==> config.mk <==
export PLATFORM = sky130hd
export DESIGN_NAME = binary_grid_majority_smoother_core
export DESIGN_NICKNAME = d
export VERILOG_FILES = /design/src/hdl/bgms_pkg.sv /design/src/hdl/binary_grid_majority_smoother_core.sv /design/src/hdl/bgms_rule.sv
export SDC_FILE = /design/constraint.sdc
export NUM_CORES = 2
export LEC_CHECK = 0
export BUFFER_PORTS_ARGS = -buffer_cell sky130_fd_sc_hd__buf_2
export CAP_MARGIN = 10
export CELL_PAD_IN_SITES_DETAIL_PLACEMENT = 2
export CELL_PAD_IN_SITES_GLOBAL_PLACEMENT = 2
export CORE_MARGIN = 10
export CORE_UTILIZATION = 47
export DETAILED_ROUTE_END_ITERATION = 8
export PLACE_DENSITY_LB_ADDON = 0.12
export SETUP_SLACK_MARGIN = 0.02
export SLEW_MARGIN = 20
export SYNTH_ARGS = -nofsm -noshare
export SYNTH_HDL_FRONTEND = slang
export SYNTH_HIERARCHICAL = 1
export SYNTH_SLANG_ARGS = --single-unit
==> constraint.sdc <==
create_clock -name clk -period 16.25 [get_ports clk]
set_input_delay 0.8125 -clock clk [delete_from_list [all_inputs] [get_ports clk]]
set_output_delay 0.8125 -clock clk [all_outputs]
set_load 0.05 [all_outputs]
==> src/hdl/bgms_pkg.sv <==
`timescale 1ns / 1ps
`default_nettype none
// ----------------------------------------------------------------------------
// bgms_pkg
// Shared types and constants for the binary grid majority smoother.
// ----------------------------------------------------------------------------
package bgms_pkg;

    // Grid geometry defaults
    localparam int GRID_ROWS_DEF = 32;
    localparam int GRID_COLS_DEF = 64;

    // Port field widths
    localparam int OP_W    = 2;
    localparam int ROW_W   = 5;
    localparam int COL_W   = 6;
    localparam int PASS_W  = 3;
    localparam int THR_W   = 4;
    localparam int CFG_IDX_W  = 2;
    localparam int CFG_DATA_W = 4;

    // Width used to compare an address against a grid dimension (up to 256)
    localparam int DIM_CMP_W = 9;

    // Opcodes
    localparam logic [OP_W-1:0] OP_WRITE = 2'd0;
    localparam logic [OP_W-1:0] OP_RUN   = 2'd1;
    localparam logic [OP_W-1:0] OP_READ  = 2'd2;

    // Configuration register indexes
    localparam logic [CFG_IDX_W-1:0] CFG_PASS_TOTAL = 2'd0;
    localparam logic [CFG_IDX_W-1:0] CFG_WALL_THR   = 2'd1;
    localparam logic [CFG_IDX_W-1:0] CFG_FLOOR_THR  = 2'd2;

    // Configuration reset values
    localparam logic [PASS_W-1:0] PASS_TOTAL_RST = 3'd2;
    localparam logic [THR_W-1:0]  WALL_THR_RST   = 4'd5;
    localparam logic [THR_W-1:0]  FLOOR_THR_RST  = 4'd5;

    // Neighbor count: eight neighbors
    localparam logic [THR_W-1:0] NEIGHBOR_TOTAL = 4'd8;

    // Sequencer states
    typedef enum logic [3:0] {
        ST_IDLE,
        ST_LD_PREV,
        ST_LD_CUR,
        ST_LD_NXT,
        ST_CELL,
        ST_WB,
        ST_LD_ROW,
        ST_CELLOP,
        ST_RESP
    } state_t;

    // Rule thresholds handed to the cell rule
    typedef struct packed {
        logic [THR_W-1:0] wall_thr;
        logic [THR_W-1:0] floor_thr;
    } thr_t;

endpackage
`default_nettype wire

==> src/hdl/binary_grid_majority_smoother_core.sv <==
`timescale 1ns / 1ps
`default_nettype none
// ----------------------------------------------------------------------------
// binary_grid_majority_smoother_core
// Binary cell grid held as one row-wide RAM; cell write/read and in-place
// raster-order smoothing passes.
// ----------------------------------------------------------------------------
//  Channel  | Signals                                   | Dir
//  ---------+-------------------------------------------+-----
//  in       | in_valid, in_ready, opcode, row, col,     | in
//           | cell_in                                   |
//  out      | out_valid, out_ready, cell_out, done_res  | out
//  cfg      | cfg_we, cfg_index, cfg_data               | in
//
//  Write and read first read the row from the RAM, then do the bit merge and
//  write-back (or bit select). A run makes pass_total raster passes over the
//  interior, one interior cell per cycle in the rule unit, with one write-back
//  and one row fetch per row. Reset sets control and configuration to their
//  reset values; grid contents are undefined until written. A result waits in
//  the output register; the sequencer holds in its last state while that
//  register is still full.
// ----------------------------------------------------------------------------
module binary_grid_majority_smoother_core
#(
    parameter int GRID_ROWS = bgms_pkg::GRID_ROWS_DEF,
    parameter int GRID_COLS = bgms_pkg::GRID_COLS_DEF
)
(
    input  wire logic                            clk,
    input  wire logic                            rst_n,

    input  wire logic                            in_valid,
    output logic                                 in_ready,
    input  wire logic [bgms_pkg::OP_W-1:0]       opcode,
    input  wire logic [bgms_pkg::ROW_W-1:0]      row,
    input  wire logic [bgms_pkg::COL_W-1:0]      col,
    input  wire logic                            cell_in,

    output logic                                 out_valid,
    input  wire logic                            out_ready,
    output logic                                 cell_out,
    output logic                                 done_res,

    input  wire logic                            cfg_we,
    input  wire logic [bgms_pkg::CFG_IDX_W-1:0]  cfg_index,
    input  wire logic [bgms_pkg::CFG_DATA_W-1:0] cfg_data
);

    localparam int RW = $clog2(GRID_ROWS);
    localparam int CW = $clog2(GRID_COLS);
    localparam logic [RW-1:0] ROW_LAST  = RW'(GRID_ROWS - 2);
    localparam logic [CW-1:0] COL_LAST  = CW'(GRID_COLS - 2);
    localparam logic [RW-1:0] ROW_FIRST = RW'(1);
    localparam logic [CW-1:0] COL_FIRST = CW'(1);

    // Configuration
    logic [bgms_pkg::PASS_W-1:0] pass_total_reg;
    bgms_pkg::thr_t              thr_reg;

    // Sequencer
    bgms_pkg::state_t            state_reg;
    bgms_pkg::state_t            state_next;
    logic [bgms_pkg::PASS_W-1:0] pass_cnt_reg;
    logic [RW-1:0]               row_reg;
    logic [CW-1:0]               col_reg;

    // Latched command
    logic [bgms_pkg::OP_W-1:0]   op_reg;
    logic [RW-1:0]               lat_row_reg;
    logic [CW-1:0]               lat_col_reg;
    logic                        lat_val_reg;
    logic                        lat_inside_reg;

    // Row window
    logic [GRID_COLS-1:0]        prev_reg;
    logic [GRID_COLS-1:0]        cur_reg;
    logic [GRID_COLS-1:0]        nxt_reg;

    // RAM
    logic [GRID_COLS-1:0]        grid_mem [GRID_ROWS];
    logic [GRID_COLS-1:0]        rd_data_reg;
    logic [RW-1:0]               rd_addr;
    logic                        mem_we;
    logic [RW-1:0]               wr_addr;
    logic [GRID_COLS-1:0]        wr_data;
    logic [GRID_COLS-1:0]        merged_row;

    // Output register
    logic                        out_valid_reg;
    logic                        cell_out_reg;
    logic                        out_load;
    logic                        out_bit;
    logic                        slot_free;

    // Decode
    logic                        in_xfer;
    logic                        in_inside;
    logic [RW-1:0]               in_row_addr;
    logic [CW-1:0]               in_col_addr;
    logic [bgms_pkg::DIM_CMP_W-1:0] row_ext;
    logic [bgms_pkg::DIM_CMP_W-1:0] col_ext;
    logic                        col_last;
    logic                        row_last;
    logic                        pass_last;
    logic [7:0]                  neighbors;
    logic                        new_bit;
    logic [CW-1:0]               col_m1;
    logic [CW-1:0]               col_p1;

    // Address decode of the incoming command
    assign row_ext     = {{(bgms_pkg::DIM_CMP_W-bgms_pkg::ROW_W){1'b0}}, row};
    assign col_ext     = {{(bgms_pkg::DIM_CMP_W-bgms_pkg::COL_W){1'b0}}, col};
    assign in_inside   = (row_ext < bgms_pkg::DIM_CMP_W'(GRID_ROWS)) &&
                         (col_ext < bgms_pkg::DIM_CMP_W'(GRID_COLS));
    assign in_row_addr = row_ext[RW-1:0];
    assign in_col_addr = col_ext[CW-1:0];
    assign in_xfer     = in_valid && in_ready;

    assign col_last  = (col_reg == COL_LAST);
    assign row_last  = (row_reg == ROW_LAST);
    assign pass_last = ((pass_cnt_reg + bgms_pkg::PASS_W'(1)) == pass_total_reg);
    assign slot_free = !out_valid_reg || out_ready;

    // Neighborhood of the current cell
    assign col_m1 = col_reg - CW'(1);
    assign col_p1 = col_reg + CW'(1);
    assign neighbors = {prev_reg[col_m1], prev_reg[col_reg], prev_reg[col_p1],
                        cur_reg[col_m1],  cur_reg[col_p1],
                        nxt_reg[col_m1],  nxt_reg[col_reg],  nxt_reg[col_p1]};

    bgms_rule u_rule
    (
        .neighbors (neighbors),
        .cur_bit   (cur_reg[col_reg]),
        .thr       (thr_reg),
        .new_bit   (new_bit)
    );

    // Bit merge for a cell write
    always_comb
    begin
        merged_row              = rd_data_reg;
        merged_row[lat_col_reg] = lat_val_reg;
    end

    // Row RAM with registered read data
    always_ff @(posedge clk)
    begin
        if (mem_we)
        begin
            grid_mem[wr_addr] <= wr_data;
        end
        rd_data_reg <= grid_mem[rd_addr];
    end

    // Next state
    always_comb
    begin
        state_next = state_reg;
        unique case (state_reg)
            bgms_pkg::ST_IDLE:
            begin
                if (in_valid)
                begin
                    if (opcode == bgms_pkg::OP_RUN)
                    begin
                        state_next = (pass_total_reg == '0) ? bgms_pkg::ST_RESP
                                                            : bgms_pkg::ST_LD_PREV;
                    end
                    else
                    begin
                        state_next = bgms_pkg::ST_CELLOP;
                    end
                end
            end
            bgms_pkg::ST_LD_PREV: state_next = bgms_pkg::ST_LD_CUR;
            bgms_pkg::ST_LD_CUR:  state_next = bgms_pkg::ST_LD_NXT;
            bgms_pkg::ST_LD_NXT:  state_next = bgms_pkg::ST_CELL;
            bgms_pkg::ST_CELL:
            begin
                if (col_last)
                begin
                    state_next = bgms_pkg::ST_WB;
                end
            end
            bgms_pkg::ST_WB:
            begin
                if (!row_last)
                begin
                    state_next = bgms_pkg::ST_LD_ROW;
                end
                else if (pass_last)
                begin
                    state_next = bgms_pkg::ST_RESP;
                end
                else
                begin
                    state_next = bgms_pkg::ST_LD_PREV;
                end
            end
            bgms_pkg::ST_LD_ROW:  state_next = bgms_pkg::ST_CELL;
            bgms_pkg::ST_CELLOP,
            bgms_pkg::ST_RESP:
            begin
                if (slot_free)
                begin
                    state_next = bgms_pkg::ST_IDLE;
                end
            end
            default:              state_next = bgms_pkg::ST_IDLE;
        endcase
    end

    // Outputs of the sequencer
    always_comb
    begin
        in_ready = 1'b0;
        rd_addr  = '0;
        mem_we   = 1'b0;
        wr_addr  = row_reg;
        wr_data  = cur_reg;
        out_load = 1'b0;
        out_bit  = 1'b0;
        unique case (state_reg)
            bgms_pkg::ST_IDLE:
            begin
                in_ready = 1'b1;
                rd_addr  = (opcode == bgms_pkg::OP_RUN) ? '0 : in_row_addr;
            end
            bgms_pkg::ST_LD_PREV: rd_addr = RW'(1);
            bgms_pkg::ST_LD_CUR:  rd_addr = RW'(2);
            bgms_pkg::ST_WB:
            begin
                mem_we  = 1'b1;
                rd_addr = row_last ? '0 : (row_reg + RW'(2));
            end
            bgms_pkg::ST_CELLOP:
            begin
                rd_addr  = lat_row_reg;
                wr_addr  = lat_row_reg;
                wr_data  = merged_row;
                mem_we   = slot_free && lat_inside_reg && (op_reg == bgms_pkg::OP_WRITE);
                out_load = slot_free;
                if (op_reg == bgms_pkg::OP_WRITE)
                begin
                    out_bit = lat_val_reg;
                end
                else if (op_reg == bgms_pkg::OP_READ)
                begin
                    out_bit = lat_inside_reg && rd_data_reg[lat_col_reg];
                end
            end
            bgms_pkg::ST_RESP:    out_load = slot_free;
            default:
            begin
            end
        endcase
    end

    // Control registers
    always_ff @(posedge clk or negedge rst_n)
    begin
        if (!rst_n)
        begin
            state_reg          <= bgms_pkg::ST_IDLE;
            pass_cnt_reg       <= '0;
            row_reg            <= ROW_FIRST;
            col_reg            <= COL_FIRST;
            out_valid_reg      <= 1'b0;
            pass_total_reg     <= bgms_pkg::PASS_TOTAL_RST;
            thr_reg.wall_thr   <= bgms_pkg::WALL_THR_RST;
            thr_reg.floor_thr  <= bgms_pkg::FLOOR_THR_RST;
        end
        else
        begin
            state_reg <= state_next;

            // Configuration writes
            if (cfg_we)
            begin
                unique case (cfg_index)
                    bgms_pkg::CFG_PASS_TOTAL: pass_total_reg    <= cfg_data[bgms_pkg::PASS_W-1:0];
                    bgms_pkg::CFG_WALL_THR:   thr_reg.wall_thr  <= cfg_data;
                    bgms_pkg::CFG_FLOOR_THR:  thr_reg.floor_thr <= cfg_data;
                    default:
                    begin
                    end
                endcase
            end

            // Row and column walk
            if (state_reg == bgms_pkg::ST_LD_NXT)
            begin
                row_reg <= ROW_FIRST;
                col_reg <= COL_FIRST;
            end
            else if (state_reg == bgms_pkg::ST_CELL && !col_last)
            begin
                col_reg <= col_p1;
            end
            else if (state_reg == bgms_pkg::ST_LD_ROW)
            begin
                col_reg <= COL_FIRST;
            end
            else if (state_reg == bgms_pkg::ST_WB && !row_last)
            begin
                row_reg <= row_reg + RW'(1);
            end

            // Pass count, zero between commands
            if (state_reg == bgms_pkg::ST_WB && row_last)
            begin
                pass_cnt_reg <= pass_last ? '0 : (pass_cnt_reg + bgms_pkg::PASS_W'(1));
            end

            // Output register handshake
            if (out_load)
            begin
                out_valid_reg <= 1'b1;
            end
            else if (out_ready)
            begin
                out_valid_reg <= 1'b0;
            end
        end
    end

    // Payload registers
    always_ff @(posedge clk)
    begin
        if (in_xfer)
        begin
            op_reg         <= opcode;
            lat_row_reg    <= in_row_addr;
            lat_col_reg    <= in_col_addr;
            lat_val_reg    <= cell_in;
            lat_inside_reg <= in_inside;
        end

        unique case (state_reg)
            bgms_pkg::ST_LD_PREV: prev_reg <= rd_data_reg;
            bgms_pkg::ST_LD_CUR:  cur_reg  <= rd_data_reg;
            bgms_pkg::ST_LD_NXT,
            bgms_pkg::ST_LD_ROW:  nxt_reg  <= rd_data_reg;
            bgms_pkg::ST_CELL:    cur_reg[col_reg] <= new_bit;
            bgms_pkg::ST_WB:
            begin
                if (!row_last)
                begin
                    prev_reg <= cur_reg;
                    cur_reg  <= nxt_reg;
                end
            end
            default:
            begin
            end
        endcase

        if (out_load)
        begin
            cell_out_reg <= out_bit;
        end
    end

    assign out_valid = out_valid_reg;
    assign cell_out  = cell_out_reg;
    assign done_res  = 1'b1;

endmodule
`default_nettype wire

==> src/hdl/bgms_rule.sv <==
`timescale 1ns / 1ps
`default_nettype none
// ----------------------------------------------------------------------------
// bgms_rule
// Counts wall neighbors of one cell and applies the wall and floor rules.
// ----------------------------------------------------------------------------
module bgms_rule
(
    input  wire logic [7:0]         neighbors,
    input  wire logic               cur_bit,
    input  wire bgms_pkg::thr_t     thr,
    output logic                    new_bit
);

    logic [bgms_pkg::THR_W-1:0] wall_cnt;
    logic [bgms_pkg::THR_W-1:0] floor_cnt;

    // Population count of the eight neighbors
    always_comb
    begin
        wall_cnt = '0;
        for (int i = 0; i < 8; i++)
        begin
            wall_cnt = wall_cnt + {{(bgms_pkg::THR_W-1){1'b0}}, neighbors[i]};
        end
    end

    assign floor_cnt = bgms_pkg::NEIGHBOR_TOTAL - wall_cnt;

    // Floor rule wins over wall rule
    always_comb
    begin
        new_bit = cur_bit;
        if (wall_cnt >= thr.wall_thr)
        begin
            new_bit = 1'b1;
        end
        if (floor_cnt >= thr.floor_thr)
        begin
            new_bit = 1'b0;
        end
    end

endmodule
`default_nettype wire
==> results.py <==
metrics = {
    "worst_setup_path": {
        "crit_family": "adder cells",
        "path_max_fanout": 64,
        "cp.arrival_ns": 10.26,
        "cpPeakStageDelay_ns": 1.06,
        "cp-end-kind": "flip-flop",
        "crit_buf_inv": 7,
        "critPathLaunchType": "flip-flop",
        "required_ns": 16.96,
        "crit_type": "flip-flop to flip-flop",
        "path_common_cell": "inv_1",
        "crit_slowest_cell": "dfstp_4",
    },
    "logic_synthesis": {
        "synth_cell_types": 83,
        "syn_nets": 6966,
        "netlist_instances": 6918,
        "ys_ff_latch": 2349,
        "mappedNetlistArea_mm2": 0.09823,
        "yosysWarnings": 6,
        "yosysSeqAreaShare": 0.7101,
        "synth-edff-count": 2255,
        "synthArstFlopShare": 0.01277,
        "ys.flop_type": "edfxtp_1",
        "syn_area_per_cell_um2": 14.20,
    },
    "clock_tree": {
        "htreeDepth": 4,
        "cts_root_buffer": "clkbuf_16",
        "cts_setup_buffers": 0,
        "clk_latency_ns": 0.97,
        "clock_path_buffers": 3,
        "cts.reportedPaths.clkPinSlew_ns": 0.06,
        "cts_sinks": 2349,
        "cts_made_buffers": 239,
        "cts_hold_buf": 1,
        "cts_resized": 0,
        "cts_tree": "yes",
    },
    "drt": {
        "antenna_left": 0,
        "routed.top_layer": "met5",
        "dr_wl_met2_um": 202300,
        "wl_met1_um": 153200,
        "drtIter0Drc": 10310,
        "drtPass1Iterations": 6,
        "vias": 70690,
        "dr_wl_met3_um": 43220,
        "remaining_drc_errors": 0,
        "totalWireLength_um": 427600,
        "wl_per_cell_um": 43.15,
        "via_per_inst": 7.134,
    },
    "placement": {
        "io_buffers": 27,
        "hpwlAfterDp_um": 237100,
        "globalplace.congestion": 0.8692,
        "numPlacedInstances": 9444,
    },
    "grt": {
        "overflow": 0,
        "grt_pass1_wl_um": 599600,
        "grt_max_degree": 131,
        "track_usage": 0.3653,
        "grt_antenna_before_repair": 17,
        "grt_pass1_vias": 75160,
    },
    "die": {
        "die_y_um": 477.2,
        "pin_count": 29,
        "dieArea_mm2": 0.2277,
        "fp.dieW_um": 477.2,
        "initial_core_util": 0.4734,
        "core_area_mm2": 0.2075,
        "row_count": 167,
    },
    "sta": {
        "final-hold-violation-count": 0,
        "worstMarginPinSlew_ns": 1.203,
        "finClkSkew_ns": 0.06531,
        "slew_headroom": 0.1980,
        "finalSetupTns_ns": 0,
        "rsz0062_at_grt": "false",
        "drv_slew": 0,
        "clock.fmax_mhz": 104.7,
        "finalCritPeriodShare": 0.5878,
        "min_period_ns": 9.551,
        "setup_violations": 0,
    },
    "worst_hold_path": {
        "hold_path.class": "input pin to flip-flop",
    },
    "layout": {
        "regMostFlops": "grid_mem",
        "instances_no_fill": 9909,
        "area_growth_pct": 12.52,
        "drive_gt1_frac": 0.1361,
        "utilization": 0.5327,
        "largest_reg_flops": 2048,
        "fin_nets": 6954,
    },
    "job": {
        "max_cap_viol_count": 0,
    },
    "status": {
        "outcome": "finished, final reports clean",
    },
}
-- Yosys cell counts (all sizes together) (44+ instances only) --
cell,count,share of area
clkbuf,312,0.012
nor2,151,0.0058
and3,51,0.0032
buf,216,0.011
o2111ai,93,0.0083
a22oi,268,0.020
a221oi,63,0.0057
a32oi,51,0.0046
mux2i,323,0.033
a31oi,134,0.0085
mux2,57,0.0065
o31a,46,0.0041
o21ai,215,0.011
nand3,257,0.013
dfxtp,64,0.013
mux4,123,0.028
nand2,1190,0.046
nor3,132,0.0070
nand4,86,0.0055
a21oi,277,0.014
a211oi,72,0.0055
edfxtp,2255,0.69
and2,44,0.0028
-- final timing paths --
check / slack (ns) / from / cells past startpoint / endpoint
max: 6.70 / col_reg[0]$_DFFE_PN1P_ / 25 / cur_reg[17]$_DFFE_PP_
min: 0.07 / col[4] / 1 / lat_col_reg[4]$_DFFE_PP_
max reg2reg: 6.70 / col_reg[0]$_DFFE_PN1P_ / 25 / cur_reg[17]$_DFFE_PP_
min reg2reg: 0.51 / thr_reg[1]$_DFFE_PN0P_ / 1 / thr_reg[1]$_DFFE_PN0P_
max in group asynchronous: 15.20 / rst_n / 2 / state_reg[1]$_DFFE_PN0P_
min in group asynchronous: 0.52 / rst_n / 2 / thr_reg[1]$_DFFE_PN0P_
-- kinds of logic after synthesis --
kind of cell / after synthesis / synth area share
compound gates: 1414 / 0.09880
other cells: 1 / 0.00003817
fa+ha+maj: 23 / 0.003235
buf+inv: 557 / 0.02447
mux: 503 / 0.06765
xor+xnor: 21 / 0.001872
simple gates: 2050 / 0.09385
flops: 2349 / 0.7101
-- cells in the final DEF, fill, tap and decap left out, types with 41 or more instances in the layout --
| cell | count |
|---|---|
| nor3_1 | 124 |
| a211oi_1 | 72 |
| a32oi_1 | 50 |
| dfxtp_1 | 64 |
| nand4_1 | 86 |
| o2111ai_1 | 92 |
| and2_1 | 43 |
| o31a_1 | 46 |
| mux2i_1 | 323 |
| o22ai_1 | 42 |
| and3_1 | 50 |
| clkbuf_16 | 242 |
| edfxtp_1 | 2255 |
| clkbuf_1 | 70 |
| mux2_2 | 57 |
| a221oi_1 | 60 |
| o21ai_2 | 42 |
| a21oi_1 | 276 |
| buf_4 | 229 |
| a31oi_1 | 126 |
| a22oi_1 | 268 |
| mux4_2 | 123 |
| or4_1 | 41 |
| o21ai_0 | 149 |
| nor2_1 | 110 |
| nand3_1 | 253 |
| nand2_1 | 1183 |
-- per-layer routing --
metal | global-route usage | vias to the layer above
met4 | 0.2076 | 14
met1 | 0.4604 | 37100
met3 | 0.07365 | 1437
met5 | 0 | -
li1 | - | 27060
met2 | 0.5897 | 5079
-- final cells by class --
class,count,area (um^2)
Tap cell,2788,3488
Timing Repair Buffer,275,2262
Clock buffer,346,6787
Multi-Input combinational cell,4012,27040
Antenna cell,6,15.01
Fill cell,18670,96950
Inverter,29,108.9
Sequential cell,2349,69760
Clock inverter,104,1072
-- through the flow --
step	cell area (um^2)	hold WS [ns]	setup WS, ns
6_report	110500	0.07435	6.699
5_1_grt	110500	0.05779	6.146
4_1_cts	110300	0.04686	6.751
3_5_place_dp	102400	0.4858	6.827
3_3_place_gp	102300	0.4708	7.135
2_1_floorplan	98230	0.4538	4.227
Power is not shown: default switching activity piles up to over one toggle a cycle in this logic, so the estimate is an artifact.
